### src/hdl/slriu_pkg.sv
// Package for the sorted list insert/remove unit: codes, widths, cell control.
// No dependencies.
package slriu_pkg;

  localparam int unsigned VALUE_W = 32;
  localparam int unsigned COUNT_W = 5;
  localparam int unsigned STATUS_W = 2;
  localparam int unsigned OUT_DATA_W = 8;

  typedef enum logic [STATUS_W-1:0] {
    ST_OK        = 2'd0,
    ST_NOT_FOUND = 2'd1,
    ST_FULL      = 2'd2,
    ST_EMPTY     = 2'd3
  } status_e;

  typedef enum logic {
    FUNC_INSERT = 1'b0,
    FUNC_REMOVE = 1'b1
  } func_e;

  // Broadcast from the controller to every cell of the chain.
  typedef struct packed {
    logic                      wr_en;   // request accepted and it changes the table
    logic                      insert;  // 1 insert, 0 remove
    logic signed [VALUE_W-1:0] value;
  } cell_bcast_t;

endpackage

### src/hdl/slriu_cell.sv
// One slot of the sorted chain: holds a value, compares it to the broadcast
// value and shifts toward a neighbor. Depends on slriu_pkg.
module slriu_cell (
  input  logic                                   clk_i,
  input  slriu_pkg::cell_bcast_t                 bcast_i,
  input  logic                                   occupied_i,
  input  logic                                   left_lt_i,
  input  logic signed [slriu_pkg::VALUE_W-1:0]   left_value_i,
  input  logic signed [slriu_pkg::VALUE_W-1:0]   right_value_i,
  output logic                                   lt_o,
  output logic                                   eq_o,
  output logic signed [slriu_pkg::VALUE_W-1:0]   value_o
);

  logic signed [slriu_pkg::VALUE_W-1:0] value_q;
  logic signed [slriu_pkg::VALUE_W-1:0] value_d;

  assign lt_o    = occupied_i && (value_q < bcast_i.value);
  assign eq_o    = occupied_i && (value_q == bcast_i.value);
  assign value_o = value_q;

  // Cells below the split point keep their value; from it on, an insert
  // shifts right (new value lands at the split), a remove shifts left.
  always_comb begin
    value_d = value_q;
    if (bcast_i.wr_en && !lt_o) begin
      if (bcast_i.insert) begin
        value_d = left_lt_i ? bcast_i.value : left_value_i;
      end else begin
        value_d = right_value_i;
      end
    end
  end

  always_ff @(posedge clk_i) begin
    value_q <= value_d;
  end

endmodule

### src/hdl/sorted_list_insert_remove_unit.sv
// Sorted list insert/remove unit: top level with request handling, count
// register and a chain of slriu_cell slots. Depends on slriu_pkg, slriu_cell.
//
// Usage:
//   Requests enter on the s_axis channel: tuser selects insert (0) or
//   remove (1), tdata carries the signed 32-bit value. Each request yields
//   exactly one response on m_axis: status and the count after the request.
//   The table holds up to CAPACITY values in ascending order; an insert goes
//   before existing equal values, a remove deletes the first equal value.
// Timing:
//   Every slot compares itself to the request value in parallel and shifts
//   one place in the same cycle, so a request updates the table as it is
//   accepted. The response is captured in the output register on acceptance;
//   a new request is accepted every cycle while the response is taken.
//   Rate is one request per cycle, set by the parallel compare/shift of
//   the slot chain.
// Reset:
//   rst_ni clears the count (table empty) and the output valid flag; slot
//   contents are left as they are and are never read before being written.
// Stall:
//   While m_axis_tready is low and a response waits, s_axis_tready drops and
//   the response is held stable.
module sorted_list_insert_remove_unit #(
  parameter int unsigned CAPACITY = 16
) (
  input  logic                                 clk_i,
  input  logic                                 rst_ni,
  input  logic                                 s_axis_tvalid,
  output logic                                 s_axis_tready,
  // [31:0] value (signed)
  input  logic [slriu_pkg::VALUE_W-1:0]        s_axis_tdata,
  // [0] func: 0 insert, 1 remove
  input  logic [0:0]                           s_axis_tuser,
  output logic                                 m_axis_tvalid,
  input  logic                                 m_axis_tready,
  // [1:0] status, [6:2] count, [7] zero
  output logic [slriu_pkg::OUT_DATA_W-1:0]     m_axis_tdata
);

  localparam int unsigned CNT_W = $clog2(CAPACITY + 1);

  logic                                  accept;
  logic [CNT_W-1:0]                      count_q;
  logic [CNT_W-1:0]                      count_d;
  logic                                  out_valid_q;
  logic                                  out_valid_d;
  slriu_pkg::status_e                    status_d;
  slriu_pkg::status_e                    out_status_q;
  logic [slriu_pkg::COUNT_W-1:0]         out_count_q;
  logic [slriu_pkg::COUNT_W+CNT_W-1:0]   count_ext;
  logic                                  is_insert;
  logic                                  found;
  logic                                  full;
  logic                                  empty;
  slriu_pkg::cell_bcast_t                bcast;

  logic [CAPACITY-1:0]                   lt;
  logic [CAPACITY-1:0]                   eq;
  logic signed [slriu_pkg::VALUE_W-1:0]  cell_value [CAPACITY];

  assign s_axis_tready = !out_valid_q || m_axis_tready;
  assign accept        = s_axis_tvalid && s_axis_tready;
  assign is_insert     = (s_axis_tuser[0] == slriu_pkg::FUNC_INSERT);

  assign full  = (count_q >= CNT_W'(CAPACITY));
  assign empty = (count_q == '0);
  // Table is sorted, so any match starts right at the end of the "less" run.
  assign found = |eq;

  always_comb begin
    count_d  = count_q;
    status_d = slriu_pkg::ST_OK;
    bcast.insert = is_insert;
    bcast.value  = $signed(s_axis_tdata);
    bcast.wr_en  = 1'b0;
    if (is_insert) begin
      if (full) begin
        status_d = slriu_pkg::ST_FULL;
      end else begin
        bcast.wr_en = accept;
        count_d     = count_q + CNT_W'(1);
      end
    end else begin
      if (empty) begin
        status_d = slriu_pkg::ST_EMPTY;
      end else if (!found) begin
        status_d = slriu_pkg::ST_NOT_FOUND;
      end else begin
        bcast.wr_en = accept;
        count_d     = count_q - CNT_W'(1);
      end
    end
  end

  assign count_ext = {slriu_pkg::COUNT_W'(0), count_d};

  // Slot chain
  for (genvar i = 0; i < CAPACITY; i++) begin : g_cell
    logic                                  left_lt;
    logic signed [slriu_pkg::VALUE_W-1:0]  left_value;
    logic signed [slriu_pkg::VALUE_W-1:0]  right_value;
    logic                                  occupied;

    if (i == 0) begin : g_head
      assign left_lt    = 1'b1;
      assign left_value = bcast.value;
    end else begin : g_body
      assign left_lt    = lt[i-1];
      assign left_value = cell_value[i-1];
    end

    if (i == CAPACITY - 1) begin : g_tail
      // Last slot becomes unused on a remove; its value is don't-care.
      assign right_value = cell_value[i];
    end else begin : g_inner
      assign right_value = cell_value[i+1];
    end

    assign occupied = (count_q > CNT_W'(i));

    slriu_cell u_cell (
      .clk_i         (clk_i),
      .bcast_i       (bcast),
      .occupied_i    (occupied),
      .left_lt_i     (left_lt),
      .left_value_i  (left_value),
      .right_value_i (right_value),
      .lt_o          (lt[i]),
      .eq_o          (eq[i]),
      .value_o       (cell_value[i])
    );
  end

  // Output register valid
  always_comb begin
    out_valid_d = out_valid_q;
    if (accept) begin
      out_valid_d = 1'b1;
    end else if (m_axis_tready) begin
      out_valid_d = 1'b0;
    end
  end

  always_ff @(posedge clk_i or negedge rst_ni) begin
    if (!rst_ni) begin
      count_q     <= '0;
      out_valid_q <= 1'b0;
    end else begin
      out_valid_q <= out_valid_d;
      if (accept) begin
        count_q <= count_d;
      end
    end
  end

  always_ff @(posedge clk_i) begin
    if (accept) begin
      out_status_q <= status_d;
      out_count_q  <= count_ext[slriu_pkg::COUNT_W-1:0];
    end
  end

  assign m_axis_tvalid = out_valid_q;
  assign m_axis_tdata  = {1'b0, out_count_q, out_status_q};

endmodule

### config.mk
export PLATFORM = sky130hd
export DESIGN_NAME = sorted_list_insert_remove_unit
export DESIGN_NICKNAME = d
export VERILOG_FILES = /design/src/hdl/slriu_pkg.sv /design/src/hdl/slriu_cell.sv /design/src/hdl/sorted_list_insert_remove_unit.sv
export SDC_FILE = /design/constraint.sdc
export NUM_CORES = 2
export LEC_CHECK = 0
export BUFFER_PORTS_ARGS = -buffer_cell sky130_fd_sc_hd__buf_2
export CAP_MARGIN = 30
export CORE_MARGIN = 2
export CORE_UTILIZATION = 50
export DETAILED_ROUTE_END_ITERATION = 10
export GPL_TIMING_DRIVEN = 0
export PLACE_DENSITY = 0.77
export SLEW_MARGIN = 20
export SYNTH_ARGS = -nofsm -noshare
export SYNTH_HDL_FRONTEND = slang
export SYNTH_SLANG_ARGS = --single-unit
export TNS_END_PERCENT = 20
### constraint.sdc
create_clock -name clk_i -period 12.8 [get_ports clk_i]
set_input_delay 0.64 -clock clk_i [delete_from_list [all_inputs] [get_ports clk_i]]
set_output_delay 0.64 -clock clk_i [all_outputs]
set_load 0.05 [all_outputs]
==> impl_metrics.json <==
{
  "status": "completed",
  "place_ws_ps": 6070,
  "grt_start_max_net_pins": 24,
  "gp_congestion": 0.957,
  "fill_cells": 6370,
  "synth_enable_flop_cells": 519,
  "syn_inst": 3592,
  "die_x_um": 280,
  "avgViaCountPerCell": 6.40,
  "slew_viol_final": 0,
  "path_common_cell": "nand4_1",
  "overflow": 0,
  "r2r_start": "count_q[1]",
  "cp_top_family": "simple AND/OR/NAND/NOR gates",
  "ys.warnings.count": 0,
  "ys_ff_latch": 525,
  "place_hpwl_um": 93700,
  "drcViolationCount": 0,
  "rows": 101,
  "start_util": 0.503,
  "drt_first_pass_iters": 8,
  "synthTopCellsByArea": "edfxtp_1 (41%), ha_1 (17%), mux2i_1 (10%), o21ai_0 (6.0%), nand2_1 (5.1%)",
  "vias": 30300,
  "start_kind": "input pin",
  "clockBufferDepth": 3,
  "avgSynthCellArea_um2": 10.6,
  "cts_tree": "yes",
  "drt_iter0_drc": 3387,
  "clockPowerShare": 0.389,
  "cts.sinks": 525,
  "tightest_slew_ps": 1070,
  "die-height_um": 280,
  "crit_cells": 14,
  "skew_ps": 32.6,
  "fin_area_um2": 41900,
  "slew_headroom": 0.283,
  "grt_use_total": 0.290,
  "critPathCaptureType": "flop",
  "path_clk_slew_ps": 60,
  "dp_cells": 4631,
  "min_period_ps": 6690,
  "ioPinCount": 47,
  "pwr-share-seq": 0.445,
  "place_area_um2": 40100,
  "core_area_um2": 75700,
  "layout_common_cells": "edfxtp_1 (519), nand2_1 (517), ha_1 (517), o21ai_0 (454), mux2i_1 (391)",
  "grt_pass1_vias": 29600,
  "worst_ep_arrival_time_ps": 7020,
  "fmax_mhz": 149,
  "critPathCapture": "g_cell[13].u_cell.value_o[6]",
  "rsz0062_at_grt": "no",
  "p_int_uw": 3100,
  "wl_um": 115000,
  "hold_viol_final": 0,
  "numCtsBuffers": 58,
  "ir_drop_mv": 0.116,
  "yosysTopAreaCell": "edfxtp_1",
  "postCtsSetupRepairBufs": 0,
  "antenna_found_initial": 10,
  "ant_nets": 0,
  "setup_tns_ps": 0,
  "critPathBufInv": 5,
  "grt_pass1_wl_um": 173000,
  "drive_gt1_frac": 0.0996,
  "reg2reg_slack_ps": 6740,
  "cp.required_ps": 13130,
  "synth.top_cell.area_share": 0.410,
  "switching_share": 0.278,
  "dieArea_um2": 78300,
  "cpPeakStageDelay_ps": 660,
  "worstSetupPathType": "in -> reg",
  "clk_latency_ps": 650,
  "async_reset_ff_frac": 0.0114,
  "port_buffers": 44,
  "power_density_nw_per_um2": 103,
  "cts_resized": 0,
  "crit_path_cell_trace": "buf_2 -> clkbuf_1 -> inv_1 -> ha_1 -> nand4_1 -> nor3_1 -> nand4_1 -> nand4_1 -> nor4_4 -> nor2_1 -> o21ai_2 -> buf_2 -> nor2_4 -> buf_16",
  "yosysUniqueCellTypes": 78,
  "cp_max_fo": 17,
  "worst_slack_ps": 6110,
  "setup_violations": 0,
  "critPathSlowestCell": "inv_1",
  "regToRegEndpoint": "g_cell[13].u_cell.value_o[6]",
  "p_leak_uw": 0.0169,
  "holdCritStartpoint": "s_axis_tvalid",
  "area_delta_synth_final_pct": 10.0,
  "final_common_cell": "edfxtp_1",
  "hold_class": "in -> reg",
  "switchingPower_uw": 1190,
  "cts-root-buf": "clkbuf_16",
  "cts_htree_levels": 2,
  "syn-num-nets": 4146,
  "wire_per_inst_um": 24.3,
  "synthFlopType": "edfxtp_1",
  "reg2reg_depth": 13,
  "crit_start": "s_axis_tdata[15]",
  "num-nets-final": 4268,
  "yosysSeqAreaShare": 0.414,
  "pwr-share-comb": 0.166,
  "fin_crit_sh": 0.523,
  "fin_cells": 4737,
  "netlist_area_um2": 38100,
  "drv_cap": 0
}
routing by layer:
| metal | share of wire | GRT usage | vias to the layer above |
|---|---|---|---|
| met3 | 0.098 | 0.0477 | 319 |
| met1 | 0.39 | 0.376 | 14500 |
| met4 | 0.049 | 0.133 | 4 |
| li1 | - | - | 14000 |
| met5 | 0.00095 | 0.00876 | - |
| met2 | 0.46 | 0.474 | 1591 |
what timing repair did:
action	CTS	global route
setup endpoints to repair	0	0
endpoints found under the hold margin	6	0
hold buffers	1	0
cell usage after synthesis, drive strengths merged (54+ instances only):
cell,number
edfxtp,519
ha,517
nand2,517
o21ai,486
mux2i,391
a21oi,219
mux2,158
clkbuf,137
nand4,127
inv,64
nor2,56
buf,54
sequential cells by signal, summed over array words and instances (netlist names):
signal	count
g_cell.u_cell.value_o	512
out_status_q	2
count_q	5
m_axis_tvalid	1
out_count_q	5
cells by family (layout without fill, tap and decap cells):
| family | after synthesis | after routing | share of synthesized area |
|---|---|---|---|
| compound gates | 882 | 882 | 0.131 |
| xor+xnor | 3 | 3 | 0.000691 |
| fa+ha+maj | 517 | 517 | 0.170 |
| buf+inv | 256 | 419 | 0.0284 |
| flops | 525 | 525 | 0.414 |
| mux | 549 | 549 | 0.152 |
| other cells | 1 | 5 | 0.0000985 |
| simple gates | 859 | 859 | 0.104 |
cell type report:
| cell class | instances | area [um2] | share of cell area |
|---|---|---|---|
| Clock inverter | 26 | 246 | 0.00589 |
| Multi-Input combinational cell | 2811 | 21400 | 0.510 |
| Timing Repair Buffer | 62 | 669 | 0.0160 |
| Buffer | 191 | 836 | 0.0200 |
| Antenna cell | 4 | 10.0 | 0.000239 |
| Sequential cell | 525 | 15700 | 0.376 |
| Tap cell | 978 | 1220 | 0.0292 |
| Inverter | 65 | 244 | 0.00583 |
| Clock buffer | 75 | 1540 | 0.0367 |
how the worst min path moves through the flow:
| stage | endpoint | cells past startpoint |
|---|---|---|
| after floorplan | count_q[0] | 0 |
| after global placement | m_axis_tvalid | 1 |
| after detailed placement | m_axis_tvalid | 1 |
| after CTS | m_axis_tvalid | 2 |
| after global routing | m_axis_tvalid | 2 |
| final | m_axis_tvalid | 2 |
per-stage QoR:
stage                     utilization  total power (uW)  hold WS [ps]
after global placement          0.522              2610           479
after CTS                       0.553              4270           185
final                           0.553              4300           209
after floorplan                     -              2420           344
after detailed placement        0.529              2640           478
after global routing            0.553              4400           234
power by group through the flow:
stage | combinational, uW | sequential, uW | clock (uW)
after floorplan | 472 | 1950 | 0
after global placement | 665 | 1950 | 0
after detailed placement | 690 | 1950 | 0
after CTS | 694 | 1910 | 1660
after global routing | 769 | 1910 | 1730
final | 714 | 1910 | 1670
No activity file was read; power rests on OpenSTA's default activity.
